### src/hw/rtl/lruq_pkg.sv
`timescale 1ns / 1ps
package lruq_pkg;

  localparam int NUM_SETS = 16;
  localparam int NUM_WAYS = 8;

  localparam int SET_W  = $clog2(NUM_SETS);
  localparam int POS_W  = $clog2(NUM_WAYS);
  localparam int CNT_W  = $clog2(NUM_WAYS + 1);
  localparam int ADDR_W = SET_W + POS_W;
  localparam int WAY_W  = 3;
  localparam int SETF_W = 4;
  localparam int CFG_W  = 4;
  localparam int OCC_W  = 4;

  localparam logic [CFG_W-1:0] CFG_RESET = CFG_W'(NUM_WAYS);

  localparam logic FUNC_INSERT = 1'b0;
  localparam logic FUNC_TOUCH  = 1'b1;

  typedef enum logic [2:0] {
    ST_IDLE,
    ST_LOAD,
    ST_RD,
    ST_CHK,
    ST_APPEND,
    ST_DONE
  } lruq_state_t;

  typedef struct packed {
    logic              func;
    logic [SETF_W-1:0] set_index;
    logic [WAY_W-1:0]  way_index;
  } lruq_cmd_t;

  typedef struct packed {
    logic             evicted;
    logic [WAY_W-1:0] evicted_way;
    logic [OCC_W-1:0] occupancy;
  } lruq_res_t;

  typedef struct packed {
    logic idle;
    logic done;
  } lruq_sts_t;

endpackage

### src/hw/rtl/lruq_if.sv
`timescale 1ns / 1ps
interface lruq_in_if;
  logic       valid;
  logic       ready;
  logic       func;
  logic [3:0] set_index;
  logic [2:0] way_index;

  modport source (output valid, func, set_index, way_index, input ready);
  modport sink   (input valid, func, set_index, way_index, output ready);
endinterface

interface lruq_out_if;
  logic       valid;
  logic       ready;
  logic       evicted;
  logic [2:0] evicted_way;
  logic [3:0] occupancy;

  modport source (output valid, evicted, evicted_way, occupancy, input ready);
  modport sink   (input valid, evicted, evicted_way, occupancy, output ready);
endinterface

interface lruq_cfg_if;
  logic       valid;
  logic       ready;
  logic [3:0] ways_in_use;

  modport source (output valid, ways_in_use, input ready);
  modport sink   (input valid, ways_in_use, output ready);
endinterface

### src/hw/rtl/lruq_cnt.sv
`timescale 1ns / 1ps
module lruq_cnt
  import lruq_pkg::*;
(
  input  logic             clk,
  input  logic             rst_n,
  input  logic [SET_W-1:0] rd_set,
  output logic [CNT_W-1:0] rd_cnt,
  input  logic             wr_en,
  input  logic [SET_W-1:0] wr_set,
  input  logic [CNT_W-1:0] wr_cnt
);

  logic [CNT_W-1:0] cnt_r [NUM_SETS];

  always_ff @(posedge clk) begin
    if (!rst_n) begin
      for (int s = 0; s < NUM_SETS; s++) begin
        cnt_r[s] <= '0;
      end
    end else if (wr_en) begin
      cnt_r[wr_set] <= wr_cnt;
    end
  end

  assign rd_cnt = cnt_r[rd_set];

endmodule

### src/hw/rtl/lruq_seq.sv
`timescale 1ns / 1ps
module lruq_seq
  import lruq_pkg::*;
(
  input  logic             clk,
  input  logic             rst_n,
  input  logic             start,
  input  lruq_cmd_t        cmd,
  input  logic [CNT_W-1:0] cap,
  input  logic             ack,
  output lruq_sts_t        sts,
  output lruq_res_t        res,
  output logic [SET_W-1:0] cnt_set,
  input  logic [CNT_W-1:0] cnt_rd,
  output logic             cnt_we,
  output logic [CNT_W-1:0] cnt_wd
);

  lruq_state_t state_r, state_nxt;

  logic             func_r, func_nxt;
  logic [SET_W-1:0] set_r, set_nxt;
  logic [WAY_W-1:0] way_r, way_nxt;
  logic [CNT_W-1:0] n_r, n_nxt;
  logic [POS_W-1:0] pos_r, pos_nxt;
  logic [POS_W-1:0] app_r, app_nxt;
  logic             found_r, found_nxt;
  logic             ev_r, ev_nxt;
  logic [WAY_W-1:0] evw_r, evw_nxt;
  logic [CNT_W-1:0] occ_r, occ_nxt;

  logic [WAY_W-1:0]  mem [NUM_SETS * NUM_WAYS];
  logic [WAY_W-1:0]  rdata_r;
  logic              rd_en;
  logic [ADDR_W-1:0] rd_addr;
  logic              wr_en;
  logic [ADDR_W-1:0] wr_addr;
  logic [WAY_W-1:0]  wr_data;

  logic match;
  logic hit;
  logic last;

  always_ff @(posedge clk) begin
    if (wr_en) begin
      mem[wr_addr] <= wr_data;
    end
    if (rd_en) begin
      rdata_r <= mem[rd_addr];
    end
  end

  always_ff @(posedge clk) begin
    if (!rst_n) begin
      state_r <= ST_IDLE;
    end else begin
      state_r <= state_nxt;
    end
  end

  always_ff @(posedge clk) begin
    func_r  <= func_nxt;
    set_r   <= set_nxt;
    way_r   <= way_nxt;
    n_r     <= n_nxt;
    pos_r   <= pos_nxt;
    app_r   <= app_nxt;
    found_r <= found_nxt;
    ev_r    <= ev_nxt;
    evw_r   <= evw_nxt;
    occ_r   <= occ_nxt;
  end

  // way compare unit, used by touch
  assign match = (rdata_r == way_r);
  assign hit   = (func_r == FUNC_INSERT) ? (pos_r == '0) : match;
  assign last  = ((CNT_W'(pos_r) + CNT_W'(1)) == n_r);

  assign cnt_set = set_r;
  assign rd_addr = {set_r, pos_r};

  always_comb begin
    state_nxt = state_r;
    func_nxt  = func_r;
    set_nxt   = set_r;
    way_nxt   = way_r;
    n_nxt     = n_r;
    pos_nxt   = pos_r;
    app_nxt   = app_r;
    found_nxt = found_r;
    ev_nxt    = ev_r;
    evw_nxt   = evw_r;
    occ_nxt   = occ_r;
    rd_en     = 1'b0;
    wr_en     = 1'b0;
    wr_addr   = {set_r, app_r};
    wr_data   = way_r;
    cnt_we    = 1'b0;
    cnt_wd    = cnt_rd;

    unique case (state_r)
      ST_IDLE: begin
        if (start) begin
          func_nxt  = cmd.func;
          set_nxt   = cmd.set_index[SET_W-1:0];
          way_nxt   = cmd.way_index;
          pos_nxt   = '0;
          found_nxt = 1'b0;
          ev_nxt    = 1'b0;
          evw_nxt   = '0;
          state_nxt = ST_LOAD;
        end
      end

      ST_LOAD: begin
        n_nxt   = cnt_rd;
        occ_nxt = cnt_rd;
        if (func_r == FUNC_INSERT) begin
          if (cnt_rd >= cap) begin
            // full: drop the oldest, then shift the rest down
            ev_nxt    = 1'b1;
            state_nxt = ST_RD;
          end else begin
            app_nxt   = cnt_rd[POS_W-1:0];
            occ_nxt   = cnt_rd + CNT_W'(1);
            cnt_we    = 1'b1;
            cnt_wd    = cnt_rd + CNT_W'(1);
            state_nxt = ST_APPEND;
          end
        end else if (cnt_rd >= CNT_W'(2)) begin
          state_nxt = ST_RD;
        end else begin
          state_nxt = ST_DONE;
        end
      end

      ST_RD: begin
        rd_en     = 1'b1;
        state_nxt = ST_CHK;
      end

      ST_CHK: begin
        if (found_r) begin
          wr_en   = 1'b1;
          wr_addr = {set_r, pos_r - POS_W'(1)};
          wr_data = rdata_r;
        end else if (hit) begin
          found_nxt = 1'b1;
          if (func_r == FUNC_INSERT) begin
            evw_nxt = rdata_r;
          end
        end
        if (last) begin
          app_nxt   = pos_r;
          state_nxt = (found_r || hit) ? ST_APPEND : ST_DONE;
        end else begin
          pos_nxt   = pos_r + POS_W'(1);
          state_nxt = ST_RD;
        end
      end

      ST_APPEND: begin
        wr_en     = 1'b1;
        state_nxt = ST_DONE;
      end

      ST_DONE: begin
        if (ack) begin
          state_nxt = ST_IDLE;
        end
      end

      default: begin
        state_nxt = ST_IDLE;
      end
    endcase
  end

  assign sts.idle = (state_r == ST_IDLE);
  assign sts.done = (state_r == ST_DONE);

  assign res.evicted     = ev_r;
  assign res.evicted_way = evw_r;
  assign res.occupancy   = OCC_W'(occ_r);

endmodule

### src/hw/rtl/lru_order_queue_per_set.sv
`timescale 1ns / 1ps
// Each accepted word reads its set count in LOAD, walks the entries through RD and CHK when
// needed, writes in APPEND when the order changes, and waits in DONE for the output register.
// One word is in flight at a time; in_ready returns once the result moves to
// the output register, which holds the sequencer while the sink stalls.
// Reset (rst_n low, synchronous): all set counts clear, ways_in_use returns to 8, the
// output register empties; the recency memory is not cleared and needs no sweep.
module lru_order_queue_per_set
  import lruq_pkg::*;
(
  input logic        clk,
  input logic        rst_n,
  lruq_in_if.sink    in_ch,
  lruq_out_if.source out_ch,
  lruq_cfg_if.sink   cfg_ch
);

  // Capacity register; written only while the block is idle.
  logic [CFG_W-1:0] ways_r;
  logic [CNT_W-1:0] cap;

  // Output register: hold a finished word until the sink takes it.
  logic      out_valid_r, out_valid_nxt;
  lruq_res_t out_res_r, out_res_nxt;

  lruq_sts_t        sts;
  lruq_res_t        res;
  lruq_cmd_t        cmd;
  logic             start;
  logic             ack;
  logic [SET_W-1:0] cnt_set;
  logic [CNT_W-1:0] cnt_rd;
  logic             cnt_we;
  logic [CNT_W-1:0] cnt_wd;

  assign cfg_ch.ready = sts.idle;

  always_ff @(posedge clk) begin
    if (!rst_n) begin
      ways_r <= CFG_RESET;
    end else if (cfg_ch.valid && cfg_ch.ready) begin
      ways_r <= cfg_ch.ways_in_use;
    end
  end

  // Clamp capacity to 1..NUM_WAYS; zero acts as one.
  always_comb begin
    if (ways_r == '0) begin
      cap = CNT_W'(1);
    end else if (CNT_W'(ways_r) > CNT_W'(NUM_WAYS)) begin
      cap = CNT_W'(NUM_WAYS);
    end else begin
      cap = CNT_W'(ways_r);
    end
  end

  // Take a new word only when the sequencer is idle.
  assign in_ch.ready   = sts.idle;
  assign start         = in_ch.valid & sts.idle;
  assign cmd.func      = in_ch.func;
  assign cmd.set_index = in_ch.set_index;
  assign cmd.way_index = in_ch.way_index;

  // Hand the result over once the output register is free or draining.
  assign ack = sts.done & (~out_valid_r | out_ch.ready);

  always_comb begin
    out_valid_nxt = out_valid_r & ~out_ch.ready;
    out_res_nxt   = out_res_r;
    if (ack) begin
      out_valid_nxt = 1'b1;
      out_res_nxt   = res;
    end
  end

  always_ff @(posedge clk) begin
    if (!rst_n) begin
      out_valid_r <= 1'b0;
    end else begin
      out_valid_r <= out_valid_nxt;
    end
  end

  always_ff @(posedge clk) begin
    out_res_r <= out_res_nxt;
  end

  assign out_ch.valid       = out_valid_r;
  assign out_ch.evicted     = out_res_r.evicted;
  assign out_ch.evicted_way = out_res_r.evicted_way;
  assign out_ch.occupancy   = out_res_r.occupancy;

  // Per-set entry counts, cleared at reset.
  lruq_cnt u_cnt (
    .clk    (clk),
    .rst_n  (rst_n),
    .rd_set (cnt_set),
    .rd_cnt (cnt_rd),
    .wr_en  (cnt_we),
    .wr_set (cnt_set),
    .wr_cnt (cnt_wd)
  );

  // Sequencer: walk the set's order one position at a time through the
  // recency memory, find the way to remove, shift the rest, append the inserted or touched way.
  lruq_seq u_seq (
    .clk     (clk),
    .rst_n   (rst_n),
    .start   (start),
    .cmd     (cmd),
    .cap     (cap),
    .ack     (ack),
    .sts     (sts),
    .res     (res),
    .cnt_set (cnt_set),
    .cnt_rd  (cnt_rd),
    .cnt_we  (cnt_we),
    .cnt_wd  (cnt_wd)
  );

endmodule

### src/flat_wrapper.sv
// flat-port wrapper written by rule: the top's interface ports become plain ports
module lru_order_queue_per_set_flat import lruq_pkg::*;
  (clk, rst_n, in_ch_valid, in_ch_func, in_ch_set_index, in_ch_way_index, in_ch_ready, out_ch_valid, out_ch_evicted, out_ch_evicted_way, out_ch_occupancy, out_ch_ready, cfg_ch_valid, cfg_ch_ways_in_use, cfg_ch_ready);
  lruq_in_if in_ch_i ();
  lruq_out_if out_ch_i ();
  lruq_cfg_if cfg_ch_i ();
  input logic clk;
  input logic rst_n;
  input wire logic [$bits(in_ch_i.valid)-1:0] in_ch_valid;
  input wire logic [$bits(in_ch_i.func)-1:0] in_ch_func;
  input wire logic [$bits(in_ch_i.set_index)-1:0] in_ch_set_index;
  input wire logic [$bits(in_ch_i.way_index)-1:0] in_ch_way_index;
  output wire logic [$bits(in_ch_i.ready)-1:0] in_ch_ready;
  output wire logic [$bits(out_ch_i.valid)-1:0] out_ch_valid;
  output wire logic [$bits(out_ch_i.evicted)-1:0] out_ch_evicted;
  output wire logic [$bits(out_ch_i.evicted_way)-1:0] out_ch_evicted_way;
  output wire logic [$bits(out_ch_i.occupancy)-1:0] out_ch_occupancy;
  input wire logic [$bits(out_ch_i.ready)-1:0] out_ch_ready;
  input wire logic [$bits(cfg_ch_i.valid)-1:0] cfg_ch_valid;
  input wire logic [$bits(cfg_ch_i.ways_in_use)-1:0] cfg_ch_ways_in_use;
  output wire logic [$bits(cfg_ch_i.ready)-1:0] cfg_ch_ready;
  assign in_ch_i.valid = in_ch_valid;
  assign in_ch_i.func = in_ch_func;
  assign in_ch_i.set_index = in_ch_set_index;
  assign in_ch_i.way_index = in_ch_way_index;
  assign in_ch_ready = in_ch_i.ready;
  assign out_ch_valid = out_ch_i.valid;
  assign out_ch_evicted = out_ch_i.evicted;
  assign out_ch_evicted_way = out_ch_i.evicted_way;
  assign out_ch_occupancy = out_ch_i.occupancy;
  assign out_ch_i.ready = out_ch_ready;
  assign cfg_ch_i.valid = cfg_ch_valid;
  assign cfg_ch_i.ways_in_use = cfg_ch_ways_in_use;
  assign cfg_ch_ready = cfg_ch_i.ready;
  lru_order_queue_per_set u_core (.clk(clk), .rst_n(rst_n), .in_ch(in_ch_i), .out_ch(out_ch_i), .cfg_ch(cfg_ch_i));
endmodule
### config.mk
export PLATFORM = sky130hd
export DESIGN_NAME = lru_order_queue_per_set_flat
export DESIGN_NICKNAME = d
export VERILOG_FILES = /design/src/hw/rtl/lruq_pkg.sv /design/src/hw/rtl/lruq_if.sv /design/src/hw/rtl/lruq_cnt.sv /design/src/hw/rtl/lruq_seq.sv /design/src/hw/rtl/lru_order_queue_per_set.sv /design/src/flat_wrapper.sv
export SDC_FILE = /design/constraint.sdc
export NUM_CORES = 1
export LEC_CHECK = 0
export ABC_AREA = 0
export BUFFER_PORTS_ARGS = -buffer_cell sky130_fd_sc_hd__buf_2
export CAP_MARGIN = 20
export CORE_MARGIN = 2
export CORE_UTILIZATION = 40
export CTS_CLUSTER_DIAMETER = 30
export DETAILED_ROUTE_END_ITERATION = 8
export GPL_ROUTABILITY_DRIVEN = 0
export GPL_TIMING_DRIVEN = 0
export SYNTH_ARGS = -nofsm -noshare
export SYNTH_HDL_FRONTEND = slang
export SYNTH_SLANG_ARGS = --single-unit
### constraint.sdc
create_clock -name clk -period 4.09 [get_ports clk]
set_clock_uncertainty 0.2 [all_clocks]
set_input_delay 0.818 -clock clk [delete_from_list [all_inputs] [get_ports clk]]
set_output_delay 0.818 -clock clk [all_outputs]
set_load 0.01 [all_outputs]
==> impl_metrics.py, run 1 <==
metrics = {
    "run_status": {
        "run_status": "finished clean",
    },
    "yosys": {
        "synthesis.area_um2": 20700,
        "synth.distinct_cells": 60,
        "ys_ff_latch": 498,
        "synth-edff-count": 486,
        "synth.avg_cell_area_um2": 17.2,
        "ys_async_sr_fraction_pct": 0,
        "post-synth-top-area-fraction_pct": 70.4,
        "synth_seq_area_share_pct": 71.6,
        "synth_fp_nets": 1232,
        "netlist_top_cells_count": "486 x sky130_fd_sc_hd__edfxtp_1, 189 x sky130_fd_sc_hd__nor2_1, 107 x sky130_fd_sc_hd__mux4_2, 73 x sky130_fd_sc_hd__nand2_1, 44 x sky130_fd_sc_hd__clkbuf_1",
        "ys.warnings.count": 0,
        "synth_largest_area_cell": "sky130_fd_sc_hd__edfxtp_1",
        "yosys-top-cells-area": "sky130_fd_sc_hd__edfxtp_1 70%, sky130_fd_sc_hd__mux4_2 12%, sky130_fd_sc_hd__nor2_1 3.4%",
        "post_synthesis_cells": 1206,
        "yosys.cell_count.top_type": "sky130_fd_sc_hd__edfxtp_1",
        "synthFlopType": "sky130_fd_sc_hd__edfxtp_1",
    },
    "timing": {
        "unrepaired_setup_endpoints_after_global_routing": "no",
        "setup_ws_ns": 0.154,
        "fin_worst_hold_slack_ns": 0.203,
        "maxSlewHeadroom_pct": 30.3,
        "max_freq_ghz": 0.254,
        "worst-slew-pin-transition_ns": 1.05,
        "timing.final.setup_violations": 0,
        "finalMaxSlewViolations": 0,
        "period_minus_slack_ns": 3.94,
        "layout_worst_path_cycle_share_pct": 96.2,
        "hold_viol": 0,
    },
    "global_route": {
        "antenna_found_initial": 1,
        "grt-busiest-layer": "met2",
        "grt_pass1_vias": 12005,
        "grt_remaining_overflow": 0,
        "gr-usage-all-layers_pct": 19.3,
        "grt_first_pass_wirelength_um": 76000,
        "globalRouteMet3Util_pct": 5.04,
        "grt_start_max_net_pins": 93,
        "global_route.usage.met2_pct": 30.1,
        "grt_util_met1_pct": 25.7,
    },
    "flow_run": {
        "timing.max_cap.violations": 0,
    },
    "drt": {
        "final_antenna_net_count": 0,
        "route.vias.total": 11640,
        "postRouteWirelength_um": 50700,
        "drt_iter0_drc": 1300,
        "detailedRoute.firstPassIterationCount": 5,
        "wire_per_inst_um": 24.1,
        "detail_route.vias_per_cell": 5.53,
        "drc_errors": 0,
    },
    "cells_and_area": {
        "antenna-diode-count": 0,
        "design.final.nets": 1370,
        "post_route_cells_drive_above_1_share_pct": 28.6,
        "filler_cell_count": 4237,
        "syn_to_final_growth_pct": 23.2,
        "number_of_standard_cells_in_the_final_layout_excluding_fillers": 2105,
        "multi_input_comb_area_um2": 5740,
        "ff_latch_area_um2": 14800,
    },
    "setup_path": {
        "critical_path_arrival_ns": 4.03,
        "endpoint_kind": "flip-flop",
        "worstSetupPathType": "flip-flop to flip-flop",
        "crit_path_start_kind": "flip-flop",
        "maximum_net_fanout_on_the_critical_path": 10,
        "worst-endpoint-required_ns": 4.18,
    },
    "cts": {
        "tritoncts": "built",
        "cts_sinks": 498,
        "max-clock-path-buffers": 3,
        "cts-htree-levels": 3,
        "ctsHoldBuffers": 0,
        "cts_bufs_inserted": 96,
        "clkLatencyLatePin_ns": 0.62,
        "path_clk_slew_ns": 0.05,
        "cts.root.buffer_cell": "sky130_fd_sc_hd__clkbuf_16",
    },
    "placed_design": {
        "placedCellCount": 1915,
        "port-buffer-count": 26,
        "placed_wire_length_estimate_after_detailed_placement_um": 33200,
        "placement.setup.worst_slack_ns": -1.20,
    },
    "worst_hold_path": {
        "hp-class": "primary input to flip-flop",
    },
    "die": {
        "top_level_ports": 28,
        "placement_rows": 83,
        "floorplan.die.width_um": 232,
        "area_of_the_core_um2": 51300,
        "floorplan.die.height_um": 232,
        "floorplan.initialDensity_pct": 40.4,
        "dieArea_um2": 53600,
    },
    "pwr": {
        "totalPowerFinal_uw": 19900,
        "power_leakage_uw": 0.00839,
        "vdd.ir_drop.worst_uv": 431,
        "cellPowerDensity_nw_per_um2": 781,
    },
}
==> repair_timing <==
| action | 4_1_cts | 5_1_grt |
|---|---|---|
| endpoints found under the setup margin | 518 | 356 |
| setup buffers | 1 | 11 |
| resized for setup | 38 | 46 |
| pin swaps | 1 | 6 |
==> routing by layer <==
metal,vias to the layer above,part of all wire (%)
li1,5071,-
met1,5954,42
met2,503,47
met3,110,8.0
met4,2,3.4
met5,-,0.024
==> registers in the layout, summed over array words and instances, names as in the netlist, 4 cells and up, named ones only <==
register and flops:
u_core.u_seq.mem 384, u_core.ways_r 4, u_core.out_ch.occupancy 4, u_core.u_seq.n_r 4, u_core.u_seq.occ_r 4, u_core.u_cnt.cnt_r 64, u_core.u_seq.cnt_set 4
==> worst max-delay path, stage by stage (launching register included) <==
cell and delay, ns:
sky130_fd_sc_hd__dfxtp_1 0.43, sky130_fd_sc_hd__buf_4 0.26, sky130_fd_sc_hd__mux4_2 0.35, sky130_fd_sc_hd__mux4_2 0.55
sky130_fd_sc_hd__inv_2 0.11, sky130_fd_sc_hd__ha_1 0.23, sky130_fd_sc_hd__nand2b_1 0.14, sky130_fd_sc_hd__a21o_1 0.20
sky130_fd_sc_hd__a21oi_2 0.20, sky130_fd_sc_hd__o21ai_0 0.13, sky130_fd_sc_hd__buf_4 0.23, sky130_fd_sc_hd__clkbuf_4 0.22
sky130_fd_sc_hd__o31ai_4 0.35
==> final cells by class <==
cell class	instances	area share [%]
Buffer	66	1.37
Clock buffer	109	9.69
Clock inverter	70	3.63
Inverter	13	0.191
Multi-Input combinational cell	628	22.5
Sequential cell	498	58.1
Tap cell	680	3.33
Timing Repair Buffer	41	1.19
==> per-stage QoR <==
step / utilization [%] / TNS (ns) / area, um2
final: 49.8 / 0 / 25500
after global placement: 42.3 / -847.78 / 21700
after CTS: 49.4 / 0 / 25300
after floorplan: - / 0 / 20700
after detailed placement: 42.5 / -383.01 / 21800
after global routing: 49.8 / 0 / 25500
==> cell usage in the layout, fill, tap and decap left out, types with 19 or more instances in the layout <==
master,n
sky130_fd_sc_hd__edfxtp_1,486
sky130_fd_sc_hd__nor2_1,188
sky130_fd_sc_hd__mux4_2,108
sky130_fd_sc_hd__clkbuf_16,97
sky130_fd_sc_hd__nand2_1,51
sky130_fd_sc_hd__buf_2,43
sky130_fd_sc_hd__clkbuf_1,42
sky130_fd_sc_hd__mux2i_1,28
sky130_fd_sc_hd__nand2_2,19
==> power by group <==
group	leakage, uW	total [uW]	internal (uW)	switching (uW)
sequential	0.00457	6450	6320	130
clock	0.00165	8110	5480	2630
combinational	0.00217	5380	1910	3470
total	0.00839	19900	13700	6230
==> kinds of logic (layout without fill, tap and decap cells) <==
| group | after synthesis | after routing | synth area share [%] |
|---|---|---|---|
| flops | 498 | 498 | 71.6 |
| simple gates | 363 | 363 | 7.84 |
| mux | 153 | 153 | 14.5 |
| compound gates | 90 | 90 | 3.16 |
| buf+inv | 80 | 299 | 1.73 |
| xor+xnor | 13 | 13 | 0.676 |
| fa+ha+maj | 9 | 9 | 0.543 |
==> path summary, 6_finish.rpt <==
check | startpoint | end | slack, ns | cells past startpoint
worst min register to register | u_core.u_seq.occ_r[2] | u_core.out_ch.occupancy[2] | 0.21 | 0
worst max register to register | flip-flop | u_core.u_cnt.cnt_r[8][0] | 0.15 | 12
worst max-delay path | flip-flop | u_core.u_cnt.cnt_r[8][0] | 0.15 | 12
worst min-delay path | in_ch_way_index[2] | u_core.u_seq.way_r[2] | 0.20 | 1
Note: power is estimated with default switching activity, not from simulation.
==> run 2, diff against run 1 <==
Clock period 4.09 ns to 3.5 ns, I/O delays scaled along.
==> run 2 against run 1 <==
  * The run now ends with setup timing left
  * Die area is the same
  * Wire length grew 3.2%
  * Setup slack lost 0.52 ns
  * Flip-flop and latch count is the same
  * Non-clock buffer count grew 43
  * Design area grew 5.4%
  * Critical path depth is the same
  * Via count grew 2.5%
  * Sequential share of layout area shrank 3.0 points
  * Largest cell class unchanged
  * Largest power group unchanged
==> impl_metrics.py, run 2 (same netlist as run 1, synthesis figures left out) <==
metrics = {
    "setup_path": {
        "crit_path_start_kind": "flip-flop",
        "endpoint_kind": "flip-flop",
        "maximum_net_fanout_on_the_critical_path": 8,
        "worst-endpoint-required_ns": 3.64,
        "worstSetupPathType": "flip-flop to flip-flop",
        "critical_path.slowest_cell": "sky130_fd_sc_hd__mux4_2",
        "critical_path_arrival_ns": 4.00,
        "path_cells": "buf_12 -> mux4_2 -> mux4_2 -> inv_2 -> ha_4 -> nand2b_4 -> a21o_1 -> a21oi_2 -> o21ai_2 -> buf_8 -> or3_4 -> nand2_4",
        "path_common_cell": "sky130_fd_sc_hd__mux4_2",
        "timing.critical_path.slowest_cell_delay_ns": 0.58,
    },
    "drt": {
        "detailedRoute.firstPassIterationCount": 5,
        "drc_errors": 0,
        "final_antenna_net_count": 0,
        "drt_iter0_drc": 1107,
        "wire_per_inst_um": 24.3,
        "postRouteWirelength_um": 52400,
        "detail_route.vias_per_cell": 5.54,
        "route.vias.total": 11930,
    },
    "cells_and_area": {
        "post_route_cells_drive_above_1_share_pct": 42.0,
        "top_regs": "u_core.u_seq.mem x384, u_core.u_cnt.cnt_r x64",
        "regMostFlops": "u_core.u_seq.mem",
        "number_of_standard_cells_in_the_final_layout_excluding_fillers": 2152,
        "design.final.nets": 1414,
        "ff_latch_area_um2": 14800,
        "mostFrequentLayoutCells": "486 x sky130_fd_sc_hd__edfxtp_1, 109 x sky130_fd_sc_hd__mux4_2, 100 x sky130_fd_sc_hd__nor2_2",
        "syn_to_final_growth_pct": 29.8,
        "largest_register_ffs": 384,
        "antenna-diode-count": 0,
        "filler_cell_count": 4011,
        "post-route-cell-area_um2": 26900,
        "multi_input_comb_area_um2": 6580,
        "layout.cells.most_common": "sky130_fd_sc_hd__edfxtp_1",
    },
    "flow_run": {
        "timing.max_cap.violations": 0,
    },
    "run_status": {
        "violations": "setup timing",
        "run_status": "finished, violations left",
    },
    "placed_design": {
        "placedCellCount": 1915,
        "place_area_um2": 22000,
        "port-buffer-count": 26,
        "placement.setup.worst_slack_ns": -1.71,
        "placed_wire_length_estimate_after_detailed_placement_um": 33000,
    },
    "cts": {
        "cts_sinks": 498,
        "cts.root.buffer_cell": "sky130_fd_sc_hd__clkbuf_16",
        "cts_bufs_inserted": 97,
        "tritoncts": "built",
        "path_clk_slew_ns": 0.05,
        "cts-htree-levels": 3,
        "clkLatencyLatePin_ns": 0.64,
        "max-clock-path-buffers": 3,
    },
    "die": {
        "area_of_the_core_um2": 51300,
        "floorplan.initialDensity_pct": 40.4,
        "dieArea_um2": 53600,
        "placement_rows": 83,
        "floorplan.die.height_um": 232,
        "floorplan.die.width_um": 232,
        "top_level_ports": 28,
    },
    "global_route": {
        "grt_first_pass_wirelength_um": 77500,
        "grt_start_max_net_pins": 89,
        "grt_pass1_vias": 12411,
        "gr-usage-all-layers_pct": 19.6,
        "antenna_found_initial": 0,
        "grt_remaining_overflow": 0,
    },
    "timing": {
        "timing.final.setup_violations": 137,
        "maxSlewHeadroom_pct": 33.3,
        "hold_viol": 0,
        "period_minus_slack_ns": 3.87,
        "unrepaired_setup_endpoints_after_global_routing": "yes",
        "fin_setup_tns_ns": -37.95,
        "worst-slew-pin-transition_ns": 1.00,
        "finalMaxSlewViolations": 0,
        "max_freq_ghz": 0.259,
        "layout_worst_path_cycle_share_pct": 110,
        "setup_ws_ns": -0.366,
    },
    "pwr": {
        "vdd.ir_drop.worst_uv": 435,
        "power_leakage_uw": 0.00876,
        "totalPowerFinal_uw": 24700,
        "cellPowerDensity_nw_per_um2": 916,
    },
    "worst_hold_path": {
        "hp-class": "primary input to flip-flop",
    },
}
==> run 2: cell count changes in the layout (fill, tap and decap cells not counted), sizes merged <==
cell | before | now
inv | 19 | 20
bufinv | 18 | 11
buf | 68 | 109
clkinv | 44 | 40
clkinvlp | 2 | 12
clkbuf | 148 | 154
==> run 2: path summary, 6_finish.rpt <==
path / startpoint / endpoint / slack [ns] / depth (start not counted)
setup / recovery: flip-flop / u_core.u_cnt.cnt_r[10][1] / -0.37 / 12
hold / removal: in_ch_way_index[0] / u_core.u_seq.way_r[0] / 0.04 / 1
hold reg to reg: u_core.u_seq.evw_r[0] / u_core.out_ch.evicted_way[0] / 0.22 / 0
setup reg to reg: flip-flop / u_core.u_cnt.cnt_r[10][1] / -0.37 / 12
==> run 2: power breakdown <==
part,leakage (uW),internal [uW],switching [uW]
Sequential,0.00457,7390,167
Clock,0.00156,5960,3100
Combinational,0.00263,3160,4880
Total,0.00876,16500,8150
==> run 2: critical path, delay by kind of cell, from the launching register on <==
kind,cells,cell delay (ns)
multiplexers,2,1.12
flip-flops,1,0.34
buffers and inverters,3,0.49
AO/OA/AOI/OAI,3,0.52
AND/OR/NAND/NOR,3,0.72
adder cells (fa/ha/maj),1,0.20
==> run 2: per-stage QoR <==
step                hold WS (ns)  utilization, %
detailed placement         0.206            42.9
CTS                       0.0176            51.1
global placement           0.206            42.7
global route              0.0344            52.5
floorplan                  0.200               -
finish                    0.0432            52.5
==> run 2: timing repair <==
| item | CTS | global route |
|---|---|---|
| setup buffers | 37 | 12 |
| cloned | 6 | 0 |
| hold buffers | 0 | 0 |
| setup endpoints to repair | 529 | 468 |
| hold endpoints to repair | 0 | 0 |
| pin swaps | 19 | 38 |
| gates resized for setup | 142 | 172 |
==> run 2: area by class of cell <==
class	instances	share of cell area (%)
sequential	498	55.1
multi-input combinational	628	24.4
clock buffer	113	9.32
tap	680	3.16
timing repair buffer	83	3.09
clock inverter	70	2.80
buffer	67	1.86
inverter	13	0.181
==> run 2: per-layer routing <==
layer,global-route usage (%),wire length [um],up-vias
li1,-,-,5172
met1,26.7,22300,6203
met2,31.2,25300,471
met3,3.83,3360,84
met4,7.63,1310,0
met5,0,0,-
==> run 3, diff against run 2 <==
Settings changed: ABC_AREA 0 to unset, RECOVER_POWER set to 25.
==> run 3 against run 2 <==
  * The flow still finishes with violations (setup timing)
  * Combinational power about the same
  * Die area did not move
  * Global-route usage stayed put
  * Via count barely moved
  * Utilization about the same
  * Sequential power about the same
  * Hold slack hardly changed
  * Flip-flop and latch count is the same
  * First-iteration DRC count down 0.45%
  * Total power barely moved
  * Critical endpoint unchanged
==> impl_metrics.py, run 3 (same netlist as run 1, synthesis figures left out) <==
metrics = {
    "run_status": {
        "run_status": "finished, violations left",
        "violations": "setup timing",
    },
    "cells_and_area": {
        "design.final.nets": 1414,
        "antenna-diode-count": 0,
        "top_regs": "u_core.u_seq.mem x384, u_core.u_cnt.cnt_r x64",
        "post-route-cell-area_um2": 26900,
        "layout.cells.most_common": "sky130_fd_sc_hd__edfxtp_1",
        "largest_register_ffs": 384,
        "mostFrequentLayoutCells": "486 x sky130_fd_sc_hd__edfxtp_1, 109 x sky130_fd_sc_hd__mux4_2, 100 x sky130_fd_sc_hd__nor2_2",
        "regMostFlops": "u_core.u_seq.mem",
        "post_route_cells_drive_above_1_share_pct": 41.1,
        "filler_cell_count": 4017,
        "syn_to_final_growth_pct": 29.8,
    },
    "timing": {
        "unrepaired_setup_endpoints_after_global_routing": "yes",
        "worst-slew-pin-transition_ns": 0.998,
        "hold_viol": 0,
        "period_minus_slack_ns": 3.87,
        "fin_worst_hold_slack_ns": 0.0429,
        "timing.final.setup_violations": 138,
        "max_freq_ghz": 0.258,
        "setup_ws_ns": -0.373,
        "maxSlewHeadroom_pct": 33.4,
        "finalMaxSlewViolations": 0,
        "layout_worst_path_cycle_share_pct": 111,
    },
    "die": {
        "placement_rows": 83,
        "dieArea_um2": 53600,
        "floorplan.die.width_um": 232,
        "floorplan.die.height_um": 232,
        "floorplan.initialDensity_pct": 40.4,
        "area_of_the_core_um2": 51300,
        "top_level_ports": 28,
    },
    "setup_path": {
        "worstSetupPathType": "flip-flop to flip-flop",
        "ff2ff_setup_slack_ns": -0.37,
        "endpoint_kind": "flip-flop",
        "path_cells": "buf_12 -> mux4_2 -> mux4_2 -> inv_2 -> ha_4 -> nand2b_4 -> a21o_1 -> a21oi_2 -> o21ai_2 -> buf_8 -> or3_4 -> nand2_4",
        "worst-endpoint-required_ns": 3.64,
        "path_common_cell": "sky130_fd_sc_hd__mux4_2",
        "timing.critical_path.slowest_cell_delay_ns": 0.58,
        "top_family_by_delay_on_critical_path": "multiplexers",
        "maximum_net_fanout_on_the_critical_path": 8,
        "crit_path_start_kind": "flip-flop",
        "critical_path.slowest_cell": "sky130_fd_sc_hd__mux4_2",
        "worstPathBufferInverterCount": 3,
        "critical_path_arrival_ns": 4.01,
    },
    "cts": {
        "max-clock-path-buffers": 3,
        "ctsHoldBuffers": 0,
        "cts-htree-levels": 3,
        "cts_sinks": 498,
        "tritoncts": "built",
        "path_clk_slew_ns": 0.05,
        "clkLatencyLatePin_ns": 0.64,
        "cts_bufs_inserted": 97,
        "cts.root.buffer_cell": "sky130_fd_sc_hd__clkbuf_16",
    },
    "global_route": {
        "antenna_found_initial": 0,
        "grt_start_max_net_pins": 89,
        "grt_remaining_overflow": 0,
        "gr-usage-all-layers_pct": 19.6,
        "grt_first_pass_wirelength_um": 77500,
        "grt_pass1_vias": 12411,
    },
    "drt": {
        "wire_per_inst_um": 24.3,
        "met2_length_um": 25300,
        "met1_length_um": 22400,
        "drc_errors": 0,
        "route.vias.total": 11922,
        "drt_iter0_drc": 1102,
        "top_layer": "met4",
        "detailedRoute.firstPassIterationCount": 5,
        "postRouteWirelength_um": 52400,
        "met3RoutedLength_um": 3320,
        "detail_route.vias_per_cell": 5.54,
        "final_antenna_net_count": 0,
    },
    "placed_design": {
        "placed_wire_length_estimate_after_detailed_placement_um": 33000,
        "place_area_um2": 22000,
        "placement.setup.worst_slack_ns": -1.71,
        "port-buffer-count": 26,
    },
    "pwr": {
        "cellPowerDensity_nw_per_um2": 917,
        "vdd.ir_drop.worst_uv": 435,
        "power_leakage_uw": 0.00872,
    },
    "worst_hold_path": {
        "hp-class": "primary input to flip-flop",
    },
    "flow_run": {
        "timing.max_cap.violations": 0,
    },
}
==> run 3: cell type report <==
cell class              instances  area (um2)  share of cell area, %
multi-input cells             628        6580                   24.5
clock inverters                70         754                   2.81
flip-flops and latches        498       14800                   55.2
plain buffers                  67         500                   1.86
well taps                     680         851                   3.16
inverters                      13        48.8                  0.181
repair buffers                 83         816                   3.03
clock buffers                 113        2510                   9.33
==> run 3: worst register-to-register path, delay by kind of cell, from the launching register on <==
kind                     cells  cell delay, ns
AO/OA/AOI/OAI                3            0.52
flip-flops                   1            0.34
AND/OR/NAND/NOR              3            0.72
multiplexers                 2            1.12
buffers and inverters        3            0.49
adder cells (fa/ha/maj)      1            0.20
==> run 3: report_power, final <==
group	total [uW]	internal, uW	switching, uW
registers	7550	7390	167
logic	8050	3160	4890
clock network	9060	5960	3100
total	24700	16500	8160
==> run 3: worst paths after layout <==
path | from | endpoint | cells after the start
worst max register to register | flip-flop | u_core.u_cnt.cnt_r[10][1] | 12
worst max-delay path | flip-flop | u_core.u_cnt.cnt_r[10][1] | 12
worst min register to register | u_core.u_seq.evw_r[0] | u_core.out_ch.evicted_way[0] | 0
worst min-delay path | in_ch_way_index[0] | u_core.u_seq.way_r[0] | 1
==> run 3: per-stage QoR <==
step,TNS [ns],power (uW),std cells,utilization (%)
floorplan,-3.74,11600,1206,-
global placement,-1341.02,13700,1912,42.7
detailed placement,-610.53,13700,1915,42.9
CTS,-26.47,24000,2141,51.1
global route,-43.70,25500,2152,52.4
finish,-38.36,24700,2152,52.4
==> run 3: what timing repair did <==
| item | in CTS | in global routing |
|---|---|---|
| cloned | 6 | 0 |
| setup buffers | 37 | 12 |
| setup endpoints to repair | 529 | 468 |
| pin swaps | 19 | 38 |
| resized for setup | 142 | 172 |
==> run 3: metal layers <==
metal / track usage (%) / vias to the layer above
li1: - / 5171
met1: 26.7 / 6197
met2: 31.2 / 472
met3: 3.83 / 82
met4: 7.63 / 0
met5: 0 / -
